$ cat config.mk
export PLATFORM = sky130hd
export DESIGN_NAME = md5_message_digest
export DESIGN_NICKNAME = d
export VERILOG_FILES = /design/src/md5_pkg.sv /design/src/md5_message_digest.sv /design/src/md5_core.sv
export VERILOG_INCLUDE_DIRS = /design/src /design/src/src
export SDC_FILE = /design/constraint.sdc
export NUM_CORES = 2
export LEC_CHECK = 0
export ABC_AREA = 0
export BUFFER_PORTS_ARGS = -buffer_cell sky130_fd_sc_hd__buf_2
export CORE_MARGIN = 2
export CORE_UTILIZATION = 50
export CTS_CLUSTER_DIAMETER = 200
export DETAILED_ROUTE_END_ITERATION = 10
export PLACE_DENSITY = 0.73
export SYNTH_ARGS = -nofsm -noshare
export SYNTH_HDL_FRONTEND = slang
export SYNTH_SLANG_ARGS = --single-unit
$ cat constraint.sdc
create_clock -name clk -period 10.75 [get_ports clk]
set_input_delay 0 -clock clk [delete_from_list [all_inputs] [get_ports clk]]
set_output_delay 0 -clock clk [all_outputs]
set_load 0.1 [all_outputs]
$ cat src/md5_message_digest_macros.svh
// ---------------------------------------------------------------------------
// md5_message_digest_macros.svh
// Assertion macros shared by the MD5 block.
// ---------------------------------------------------------------------------
`ifndef MD5_MESSAGE_DIGEST_MACROS_SVH
`define MD5_MESSAGE_DIGEST_MACROS_SVH
`ifndef SYNTHESIS
`define MD5_ASSERT(label, clk, rst, prop, msg) \
  label: assert property (@(posedge clk) disable iff (rst) (prop)) else $error(msg);
`define MD5_ASSERT_R(label, clk, prop, msg) \
  label: assert property (@(posedge clk) (prop)) else $error(msg);
`else
`define MD5_ASSERT(label, clk, rst, prop, msg)
`define MD5_ASSERT_R(label, clk, prop, msg)
`endif
`endif

$ cat src/md5_pkg.sv
`timescale 1ns / 1ps
// ---------------------------------------------------------------------------
// md5_pkg
// Types, constants and round tables for the MD5 block.
// ---------------------------------------------------------------------------
package md5_pkg;

  localparam logic [31:0] IV_A = 32'h67452301;
  localparam logic [31:0] IV_B = 32'hefcdab89;
  localparam logic [31:0] IV_C = 32'h98badcfe;
  localparam logic [31:0] IV_D = 32'h10325476;
  localparam logic [7:0]  PAD_BYTE = 8'h80;
  localparam logic [5:0]  LEN_POS = 6'd56;

  typedef enum logic [2:0] {
    ST_IDLE,
    ST_ROUND,
    ST_PAD,
    ST_LEN,
    ST_OUT
  } state_t;

  typedef struct packed {
    logic start;
    logic busy;
    logic done;
  } core_ctl_t;

  function automatic logic [31:0] round_k(input logic [5:0] i);
    logic [31:0] k;
    begin
      unique case (i)
        6'd0: k = 32'hd76aa478; 6'd1: k = 32'he8c7b756; 6'd2: k = 32'h242070db;
        6'd3: k = 32'hc1bdceee; 6'd4: k = 32'hf57c0faf; 6'd5: k = 32'h4787c62a;
        6'd6: k = 32'ha8304613; 6'd7: k = 32'hfd469501; 6'd8: k = 32'h698098d8;
        6'd9: k = 32'h8b44f7af; 6'd10: k = 32'hffff5bb1; 6'd11: k = 32'h895cd7be;
        6'd12: k = 32'h6b901122; 6'd13: k = 32'hfd987193; 6'd14: k = 32'ha679438e;
        6'd15: k = 32'h49b40821; 6'd16: k = 32'hf61e2562; 6'd17: k = 32'hc040b340;
        6'd18: k = 32'h265e5a51; 6'd19: k = 32'he9b6c7aa; 6'd20: k = 32'hd62f105d;
        6'd21: k = 32'h02441453; 6'd22: k = 32'hd8a1e681; 6'd23: k = 32'he7d3fbc8;
        6'd24: k = 32'h21e1cde6; 6'd25: k = 32'hc33707d6; 6'd26: k = 32'hf4d50d87;
        6'd27: k = 32'h455a14ed; 6'd28: k = 32'ha9e3e905; 6'd29: k = 32'hfcefa3f8;
        6'd30: k = 32'h676f02d9; 6'd31: k = 32'h8d2a4c8a; 6'd32: k = 32'hfffa3942;
        6'd33: k = 32'h8771f681; 6'd34: k = 32'h6d9d6122; 6'd35: k = 32'hfde5380c;
        6'd36: k = 32'ha4beea44; 6'd37: k = 32'h4bdecfa9; 6'd38: k = 32'hf6bb4b60;
        6'd39: k = 32'hbebfbc70; 6'd40: k = 32'h289b7ec6; 6'd41: k = 32'heaa127fa;
        6'd42: k = 32'hd4ef3085; 6'd43: k = 32'h04881d05; 6'd44: k = 32'hd9d4d039;
        6'd45: k = 32'he6db99e5; 6'd46: k = 32'h1fa27cf8; 6'd47: k = 32'hc4ac5665;
        6'd48: k = 32'hf4292244; 6'd49: k = 32'h432aff97; 6'd50: k = 32'hab9423a7;
        6'd51: k = 32'hfc93a039; 6'd52: k = 32'h655b59c3; 6'd53: k = 32'h8f0ccc92;
        6'd54: k = 32'hffeff47d; 6'd55: k = 32'h85845dd1; 6'd56: k = 32'h6fa87e4f;
        6'd57: k = 32'hfe2ce6e0; 6'd58: k = 32'ha3014314; 6'd59: k = 32'h4e0811a1;
        6'd60: k = 32'hf7537e82; 6'd61: k = 32'hbd3af235; 6'd62: k = 32'h2ad7d2bb;
        default: k = 32'heb86d391;
      endcase
      return k;
    end
  endfunction

  function automatic logic [4:0] round_rot(input logic [3:0] sel);
    logic [4:0] r;
    begin
      unique case (sel)
        4'd0: r = 5'd7;   4'd1: r = 5'd12;  4'd2: r = 5'd17;  4'd3: r = 5'd22;
        4'd4: r = 5'd5;   4'd5: r = 5'd9;   4'd6: r = 5'd14;  4'd7: r = 5'd20;
        4'd8: r = 5'd4;   4'd9: r = 5'd11;  4'd10: r = 5'd16; 4'd11: r = 5'd23;
        4'd12: r = 5'd6;  4'd13: r = 5'd10; 4'd14: r = 5'd15; default: r = 5'd21;
      endcase
      return r;
    end
  endfunction

endpackage

$ cat src/md5_message_digest.sv
`timescale 1ns / 1ps
// ---------------------------------------------------------------------------
// md5_message_digest
// MD5 digest of a byte stream, one byte per item, digest as four words.
// ---------------------------------------------------------------------------
// A byte item is taken without a stall unless it fills the 64-byte block;
// then stall stays high while the shared round unit runs 64 rounds and
// adds into the chain. An end-of-message item writes the pad and length
// bytes one per cycle, pausing for each of one or two compressions, and
// then presents the four digest words, word 0 first, each held until
// taken.
`include "md5_message_digest_macros.svh"
module md5_message_digest (
  input  logic        clk,
  input  logic        rst,
  input  logic        in_valid,
  output logic        in_stall,
  input  logic [7:0]  data_byte,
  input  logic        byte_present,
  input  logic        end_of_message,
  output logic        out_valid,
  input  logic        out_stall,
  output logic [31:0] digest_word,
  output logic [1:0]  word_index,
  output logic        last_word
);

  md5_pkg::state_t    state, state_next;
  md5_pkg::core_ctl_t ctl;
  logic [127:0] chain;
  logic [63:0]  bit_count;
  logic [63:0]  total;
  logic [2:0]   len_idx;
  logic [1:0]   oidx;
  logic         fin_pend;
  logic         lenflag;
  logic         wr_en, start, chain_init;
  logic [7:0]   wr_byte;
  logic [5:0]   pos;
  logic         in_take, out_take;
  logic         need_comp;

  assign pos      = bit_count[8:3];
  assign in_take  = in_valid && !in_stall;
  assign out_take = out_valid && !out_stall;
  assign in_stall = (state != md5_pkg::ST_IDLE);

  md5_core u_core (
    .clk(clk), .rst(rst), .wr_en(wr_en), .wr_pos(pos), .wr_byte(wr_byte),
    .start(start), .chain_init(chain_init), .ctl(ctl), .chain(chain)
  );

  always_comb begin
    state_next = state;
    wr_en      = 1'b0;
    wr_byte    = data_byte;
    start      = 1'b0;
    chain_init = 1'b0;
    need_comp  = 1'b0;
    unique case (state)
      md5_pkg::ST_IDLE: begin
        if (in_take) begin
          wr_en = byte_present;
          need_comp = byte_present && (pos == 6'd63);
          start = need_comp;
          if (need_comp) state_next = md5_pkg::ST_ROUND;
          else if (end_of_message) state_next = md5_pkg::ST_PAD;
        end
      end
      md5_pkg::ST_ROUND: begin
        // after a compression, return to idle, or during the finish resume padding or emit
        if (ctl.done) begin
          if (!fin_pend) state_next = md5_pkg::ST_IDLE;
          else if (lenflag) state_next = md5_pkg::ST_OUT;
          else state_next = md5_pkg::ST_PAD;
        end
      end
      md5_pkg::ST_PAD: begin
        wr_en = 1'b1;
        wr_byte = (bit_count == total) ? md5_pkg::PAD_BYTE : 8'h00;
        start = (pos == 6'd63);
        if (start) state_next = md5_pkg::ST_ROUND;
        else if (pos == md5_pkg::LEN_POS - 6'd1) state_next = md5_pkg::ST_LEN;
      end
      md5_pkg::ST_LEN: begin
        wr_en = 1'b1;
        wr_byte = total[{len_idx, 3'd0} +: 8];
        start = (len_idx == 3'd7);
        if (start) state_next = md5_pkg::ST_ROUND;
      end
      md5_pkg::ST_OUT: begin
        if (out_take && oidx == 2'd3) begin
          chain_init = 1'b1;
          state_next = md5_pkg::ST_IDLE;
        end
      end
      default: state_next = md5_pkg::ST_IDLE;
    endcase
  end

  always_ff @(posedge clk) begin
    if (rst) begin
      state     <= md5_pkg::ST_IDLE;
      bit_count <= '0;
      fin_pend  <= 1'b0;
      len_idx   <= '0;
      oidx      <= '0;
      lenflag   <= 1'b0;
      total     <= '0;
    end else begin
      state <= state_next;
      if (wr_en) bit_count <= bit_count + 64'd8;
      unique case (state)
        md5_pkg::ST_IDLE: begin
          len_idx <= '0;
          lenflag <= 1'b0;
          oidx    <= '0;
          if (in_take && end_of_message) begin
            fin_pend <= 1'b1;
            total    <= bit_count + (byte_present ? 64'd8 : 64'd0);
          end else begin
            fin_pend <= 1'b0;
          end
        end
        md5_pkg::ST_LEN: begin
          len_idx <= len_idx + 3'd1;
          if (len_idx == 3'd7) lenflag <= 1'b1;
        end
        md5_pkg::ST_OUT: begin
          if (out_take) oidx <= oidx + 2'd1;
          if (chain_init) begin
            bit_count <= '0;
            fin_pend  <= 1'b0;
          end
        end
        default: ;
      endcase
    end
  end

  assign out_valid   = (state == md5_pkg::ST_OUT);
  assign digest_word = chain[{oidx, 5'd0} +: 32];
  assign word_index  = oidx;
  assign last_word   = (oidx == 2'd3);

  `MD5_ASSERT(a_out_idle_core, clk, rst, out_valid |-> !ctl.busy,
              "digest shown while rounds run")
  `MD5_ASSERT(a_start_stalled, clk, rst, ctl.start |=> in_stall,
              "input open during compression")
  `MD5_ASSERT_R(a_reset_idle, clk, $past(rst) |-> !out_valid, "output after reset")

endmodule

$ cat src/md5_core.sv
`timescale 1ns / 1ps
// ---------------------------------------------------------------------------
// md5_core
// One MD5 round per cycle over a 16-word block memory; adds into the chain.
// ---------------------------------------------------------------------------
`include "md5_message_digest_macros.svh"
module md5_core (
  input  logic                clk,
  input  logic                rst,
  input  logic                wr_en,
  input  logic [5:0]          wr_pos,
  input  logic [7:0]          wr_byte,
  input  logic                start,
  input  logic                chain_init,
  output md5_pkg::core_ctl_t  ctl,
  output logic [127:0]        chain
);

  logic [31:0] mem [16];
  logic [31:0] a, b, c, d;
  logic [31:0] ca, cb, cc, cd;
  logic [5:0]  rnd;
  logic        busy;
  logic        fin;
  logic [31:0] w_rd;
  logic [3:0]  g;
  logic [1:0]  phase;
  logic [31:0] f, t, tr;
  logic [4:0]  sh;
  logic [5:0]  rnd_next;

  assign phase = rnd[5:4];
  assign rnd_next = rnd + 6'd1;

  // word index for the next round, registered into w_rd before that round runs
  always_comb begin
    unique case (rnd_next[5:4])
      2'd0: g = rnd_next[3:0];
      2'd1: g = 4'(5 * rnd_next[3:0] + 1);
      2'd2: g = 4'(3 * rnd_next[3:0] + 5);
      default: g = 4'(7 * rnd_next[3:0]);
    endcase
  end

  // bytes land little-endian inside each 32-bit word
  always_ff @(posedge clk) begin
    if (wr_en) mem[wr_pos[5:2]][{wr_pos[1:0], 3'd0} +: 8] <= wr_byte;
    if (start) w_rd <= mem[4'd0];
    else w_rd <= mem[g];
  end

  always_comb begin
    unique case (phase)
      2'd0: f = (b & c) | (~b & d);
      2'd1: f = (b & d) | (c & ~d);
      2'd2: f = b ^ c ^ d;
      default: f = c ^ (b | ~d);
    endcase
    t  = a + f + w_rd + md5_pkg::round_k(rnd);
    sh = md5_pkg::round_rot({phase, rnd[1:0]});
    tr = (t << sh) | (t >> (6'd32 - {1'b0, sh}));
  end

  always_ff @(posedge clk) begin
    if (rst) begin
      busy <= 1'b0;
      fin  <= 1'b0;
      rnd  <= '0;
    end else begin
      fin <= 1'b0;
      if (start) begin
        busy <= 1'b1;
        rnd  <= '0;
      end else if (busy) begin
        rnd <= rnd_next;
        if (rnd == 6'd63) begin
          busy <= 1'b0;
          fin  <= 1'b1;
        end
      end
    end
  end

  always_ff @(posedge clk) begin
    if (start) begin
      a <= ca; b <= cb; c <= cc; d <= cd;
    end else if (busy) begin
      a <= d; d <= c; c <= b; b <= b + tr;
    end
  end

  always_ff @(posedge clk) begin
    if (rst || chain_init) begin
      ca <= md5_pkg::IV_A; cb <= md5_pkg::IV_B;
      cc <= md5_pkg::IV_C; cd <= md5_pkg::IV_D;
    end else if (fin) begin
      ca <= ca + a; cb <= cb + b; cc <= cc + c; cd <= cd + d;
    end
  end

  assign ctl.start = start;
  assign ctl.busy  = busy;
  assign ctl.done  = fin;
  assign chain = {cd, cc, cb, ca};

  `MD5_ASSERT(a_no_restart, clk, rst, !(busy && start), "core restarted while busy")
  `MD5_ASSERT(a_done_after, clk, rst, fin |-> $past(busy) && $past(rnd) == 6'd63,
              "done without last round")
  `MD5_ASSERT(a_start_busy, clk, rst, start |=> busy, "start did not take")

endmodule

# Yosys cells after proc, flatten, opt, wreduce, memory -nomap -nowiden
# Memories as Yosys holds them, arrays and structs flattened. A register that Yosys moved wholly into a read port is not among the register bits.
# Cells that the tools add are included.
[word_totals]
inputBits = 14
romBits = 2128
reg_bits = 434
ramBits = 512
n_memories = 3
wordCells = 159
out_inout_bits = 37
[memory_table]
columns = ["name", "depth", "width", "read_ports", "rd_ports_with_merged_regs", "wr", "line_no", "source"]
rows = [
  ["(no name shown)", 64, 32, 1, 1, 0, "md5_pkg.sv:32", "unique case (i)"],
  ["u_core.mem", 16, 32, 2, 0, 1, "md5_core.sv:19", "logic [31:0] mem [16];"],
  ["(no name shown)", 16, 5, 1, 1, 0, "md5_pkg.sv:63", "unique case (sel)"],
]
[classes]
n_reduce_logical = 23
n_shift = 6
mul = 3
n_mux = 52
n_eq_ne = 22
add_sub_neg = 17
bitwise = 14
[ops]
columns = ["op", "n"]
rows = [
  ["$mux 32", 10],
  ["$add 32x32->32", 8],
  ["$mux 64", 3],
  ["$and 32x32->32", 4],
  ["$or 32x32->32", 4],
  ["$shiftx 128x8->32", 1],
  ["$pmux 32 s3", 1],
  ["$xor 32x32->32", 3],
  ["$add 64x4->64", 1],
  ["$add 64x4->64 const B", 1],
  ["$eq 64x64->1", 1],
  ["$not 32->32", 2],
  ["$shiftx 64x7->8", 1],
  ["$shift 8x7->32 const A", 1],
  ["$shiftx 8x7->32", 1],
  ["$shl 32x5->32", 1],
  ["$shr 32x6->32", 1],
  ["$mux 3", 10],
  ["$eq 6x6->1 const B", 3],
  ["$pmux 8 s2", 1],
  ["$pmux 3 s5", 1],
  ["$mux 1", 12],
  ["$mux 4", 3],
  ["$mux 6", 2],
  ["36 further kinds", 61],
]

# Longest topological paths before layout
[depth]
depth_word = 12
depth_mapped = 40

# Cells and area by module
# From an unflattened synthesis, not the netlist that was laid out.
[hier_totals]
hier_cells = 5958
area_unflattened_um2 = 60943.4
[modules_own_cells]
columns = ["mod", "cells_each", "area_per_inst_um2", "seq_area_each_um2", "instances"]
rows = [
  ["md5_core", 4904, 51991.1, 23322.4, 1],
  ["md5_message_digest", 1054, 8952.3, 2642.5, 1],
]

# Worst setup path before layout
# No wires, ideal clock.
[synth_timing]
path_type = "register to register"
start = "register u_core.rnd[4]"
end = "register u_core.b[31], data pin"
t_arrival_ns = 8.541
required_ns = 10.605
path_buffers = 4
path_stages_with_launch = 40
period_less_slack_ns = 8.685
setup_slack_ns = 2.065
cell_sequence = "dfxtp_1 -> clkbuf_1 -> buf_2 -> buf_1 -> clkbuf_1 -> o21ai_0 -> o21ai_0 -> and3_1 -> a211oi_1 -> fa_1 -> inv_1 -> fa_1 -> inv_1 -> ha_1 -> fa_1 -> a211oi_2 -> o211ai_2 -> a31oi_1 -> [4 not listed] -> a21oi_1 -> mux2i_1 -> mux2i_1 -> mux2i_1 -> a221o_1 -> ha_1 -> a211oi_1 -> o21ai_0 -> o311ai_0 -> a211o_1 -> a21oi_1 -> o22ai_1 -> o21ai_1 -> nor4_1 -> nor3_1 -> a2111oi_0 -> xnor3_1 -> o21ai_1"
[synth_between]
elab_chain_len = 10
[synth_lines]
columns = ["element", "line_no", "source"]
rows = [
  ["from (decl)", "md5_core.sv:22", "logic [5:0] rnd;"],
  ["from (signal assigned)", "md5_core.sv:75", "rnd <= rnd_next;"],
  ["$eq 2x2->1 (tied with other cells)", "md5_core.sv:53", "unique case (phase)"],
  ["$pmux 32 s3 *", "md5_core.sv:53", ""],
  ["$add 32x32->32 * (3 in a row)", "md5_core.sv:59", "t = a + f + w_rd + md5_pkg::round_k(rnd);"],
  ["$shr 32x6->32 or $shl 32x5->32 (tied branches)", "md5_core.sv:61", "tr = (t << sh) | (t >> (6'd32 - {1'b0, sh}));"],
  ["$or 32x32->32 *", "md5_core.sv:61", ""],
  ["$add 32x32->32 *", "md5_core.sv:88", "a <= d; d <= c; c <= b; b <= b + tr;"],
  ["$mux 32 *", "md5_core.sv:87", "end else if (busy) begin"],
  ["$mux 32 *", "md5_core.sv:85", "if (start) begin"],
  ["to (signal assigned)", "md5_core.sv:86", "a <= ca; b <= cb; c <= cc; d <= cd;"],
  ["to (signal assigned)", "md5_core.sv:88", ""],
  ["to (decl)", "md5_core.sv:20", "logic [31:0] a, b, c, d;"],
]
# Mark *: on every way between the ends. The rest lies on a longest branch, timed or not. The select of a mux whose other input is x is not followed.
# A chain may end at the register's enable or synchronous reset.

# Final worst setup path
# Same ends and word-level chain as after synthesis.

==> key figures <==
Logic synthesis
  – Ranking of synthesized cells by area: edfxtp_1 (32%), dfxtp_1 (11%), mux4_2 (7.1%)
  – Yosys Warn Count: 0
  – Synthesized instance count: 5994
  – Syn_area_per_cell: 9.95 sq um
  – Top FF cell, synth: edfxtp_1
  – Yosys top cell area share: 32.2%
  – Post-synth ARST share: 0%
  – Synthesis-stage register bit count: 977
  – Area leader, netlist: edfxtp_1
  – Cell variety after synth: 95
  – Number of flops mapped to enable cells by yosys: 640
  – Register area share after synthesis: 43.5%
  – Synthesized Nets: 6297
  – Synthesized area: 59700 sq um

STA
  – Endpoints failing setup: 0
  – Worst Skew: 0.0722 ns
  – Period utilisation layout: 92.1%
  – Setup TNS: 0 ns
  – Highest Clock Rate: 101 MHz
  – Hold Vio Cnt, Final: 0
  – Least-Margin Pin Slew: 1.32 ns
  – Final number of max-transition violations: 0
  – WHS: 0.147 ns
  – Minimum clock period: 9.90 ns
  – Final WS setup: 0.845 ns
  – Max_slew headroom: 12.2%
  – RSZ-0062 raised after global routing: false

Floorplanning
  – Ports: 51
  – Chip width: 349 um
  – Die height: 349 um
  – Die Area: 122000 sq um
  – Core region area: 118000 sq um
  – Starting Density: 50.5%
  – Number of placement rows: 126

Setup path
  – CP endpoint kind: flop
  – Critical Path Source Type: flop
  – Slowest cell on crit path: o31ai_1
  – CP max FO: 98
  – Crit path kind: flop to flop
  – Critical path required time: 11.32 ns
  – Worst Path Arrival: 10.48 ns
  – Max incr delay on CP: 0.75 ns

Global route
  – Overall global routing resource usage: 29.8%
  – Initial antenna violation count: 4
  – Largest net degree at the start of global routing: 129
  – First-pass GRT wire length: 280 mm
  – Vias in the first global route: 45600
  – Overflow after GRT: 0

CTS
  – Clock slew at reported path FFs: 0.07 ns
  – TritonCTS clock tree: built
  – Clock Root Buffer: clkbuf_16
  – Resize count post-CTS: 0
  – Clk Latency, worst-skew pair: 0.77 ns
  – CTS max path bufs: 3
  – Cts bufs inserted: 99
  – Num Clock Sinks: 977
  – Htree depth: 3

Power and ir drop
  – Lkg Pwr: 23.8 nW
  – Cell Pwr Density: 132 nW/um^2
  – VDD IR max: 197 uV

Route
  – Vias/cell: 6.44
  – Via count: 48100
  – Initial DRC count: 5610
  – Drt wl/cell: 24.7 um
  – DRC Markers: 0
  – First-pass iteration count of the detailed router: 6
  – Post-Route WL: 185 mm
  – Final ANT Viol Nets: 0

Cells and area
  – Final std cells w/o fill: 7474
  – Sequential Area: 26000 sq um
  – Synthesis-to-finish area growth: 8.25%
  – Antenna diodes: 0
  – Commonest cells after routing, fill and taps aside: nand2_1 (737), edfxtp_1 (640), nor2_1 (589)
  – Layout net count: 6155
  – Multi-input combinational cell area: 31300 sq um
  – Most common cell after layout, fill and taps aside: nand2_1
  – Layout cells sized above 1: 10.3%
  – Filler Cells Inserted: 10200

Placed design
  – Place WS: 1.09 ns
  – Cells after DPL: 7281
  – GPL Wtd Cong: 1.01
  – Port buffer count: 50
  – Post-DP HPWL: 131 mm

Status
  – Status: completed

Min path
  – Min-delay worst type: primary input to flop

Job
  – Max_cap viols: 0
metrics by stage:
| step | cell area (sq um) | utilization [%] | total power, W |
|---|---|---|---|
| global route | 64600 | 54.6 | 0.00872 |
| detailed placement | 61100 | 51.6 | 0.00492 |
| floorplan | 59700 | - | 0.00470 |
| global placement | 61100 | 51.6 | 0.00490 |
| CTS | 64600 | 54.6 | 0.00853 |
| finish | 64600 | 54.6 | 0.00851 |
metal layers:
metal | part of all wire (%) | vias to the layer above | global-route usage (%)
li1 | - | 21700 | -
met2 | 46 | 2447 | 47.7
met4 | 5.6 | 6 | 14.9
met3 | 8.3 | 486 | 4.86
met5 | 0.032 | - | 0
met1 | 40 | 23500 | 39.4
cell families after synthesis:
logic type,after synthesis,share of synthesized area (%)
buf+inv,647,4.16
compound gates,1440,15.5
mux,387,10.6
flops,977,43.5
xor+xnor,356,5.25
fa+ha+maj,319,7.42
simple gates,1868,13.6
cell usage after synthesis, drive strengths merged, types with 16 or more instances:
cell / count
o22ai: 32
inv: 274
a211o: 19
o221ai: 24
a211oi: 90
mux2: 53
dfxtp: 337
nand3: 135
a22oi: 22
a21o: 66
o221a: 30
a21boi: 16
nor2b: 29
a21oi: 378
xor2: 173
and3: 36
edfxtp: 640
nand2b: 33
nor3: 101
a221o: 19
o21ai: 412
maj3: 30
o22a: 31
or3: 73
nor2: 589
o31ai: 25
ha: 221
mux4: 189
nor4: 19
xnor2: 182
mux2i: 145
fa: 68
nand2: 738
a311oi: 34
clkbuf: 287
buf: 81
o21a: 22
nand4: 57
o211ai: 42
and2: 20
a31oi: 67
layout make-up:
cell class              instances  area share, %
clock buffers                 127           4.26
multi-input cells            4370           48.5
well taps                    1536           2.98
flip-flops and latches        977           40.2
inverters                     279           1.62
repair buffers                125           1.34
clock inverters                60           1.09
power breakdown:
part / total (W) / internal, W / switching (W) / leakage, nW
clock: 0.00365 / 0.00205 / 0.00159 / 1.70
combinational: 0.000592 / 0.000164 / 0.000428 / 13.3
sequential: 0.00427 / 0.00418 / 0.0000877 / 8.84
total: 0.00851 / 0.00640 / 0.00211 / 23.8
path summary, 6_finish.rpt:
check                                                 from  slack, ns  cells past startpoint                         end
worst max-delay path            u_core.rnd[4]$_SDFFE_PP0P_       0.85                     37      u_core.b[31]$_DFFE_PP_
worst min-delay path                             out_stall       0.15                      5  word_index[0]$_SDFFE_PP0P_
worst max register to register  u_core.rnd[4]$_SDFFE_PP0P_       0.85                     37      u_core.b[31]$_DFFE_PP_
worst min register to register  u_core.mem[0][9]$_DFFE_PP_       0.48                      2      u_core.w_rd[9]$_DFF_P_
state kept, by name (all words and copies together) (netlist names), named ones only:
name / flops
u_core.mem: 512
fin_pend: 1
bit_count: 61
u_core.cc: 32
u_core.rnd: 6
lenflag: 1
u_core.cb: 32
u_core.a: 32
u_core.b: 32
u_core.ca: 32
total: 61
u_core.d: 32
word_index: 2
len_idx: 3
u_core.cd: 32
u_core.fin: 1
u_core.c: 32
u_core.sh: 5
state: 3
u_core.busy: 1
u_core.w_rd: 32
worst max-delay path: cells and delay by family, from the launching register on:
| family | cells | cell delay [ns] |
|---|---|---|
| multiplexers | 1 | 0.25 |
| adder cells (fa/ha/maj) | 5 | 1.72 |
| flip-flops | 1 | 0.43 |
| AND/OR/NAND/NOR | 4 | 0.58 |
| buffers and inverters | 4 | 0.60 |
| AO/OA/AOI/OAI | 21 | 5.61 |
| XOR/XNOR | 2 | 0.47 |
timing repair:
item	4_1_cts	5_1_grt
endpoints found under the hold margin	26	0
setup buffers	0	0
hold buffers	6	0
No activity file was read; power rests on OpenSTA's default activity.
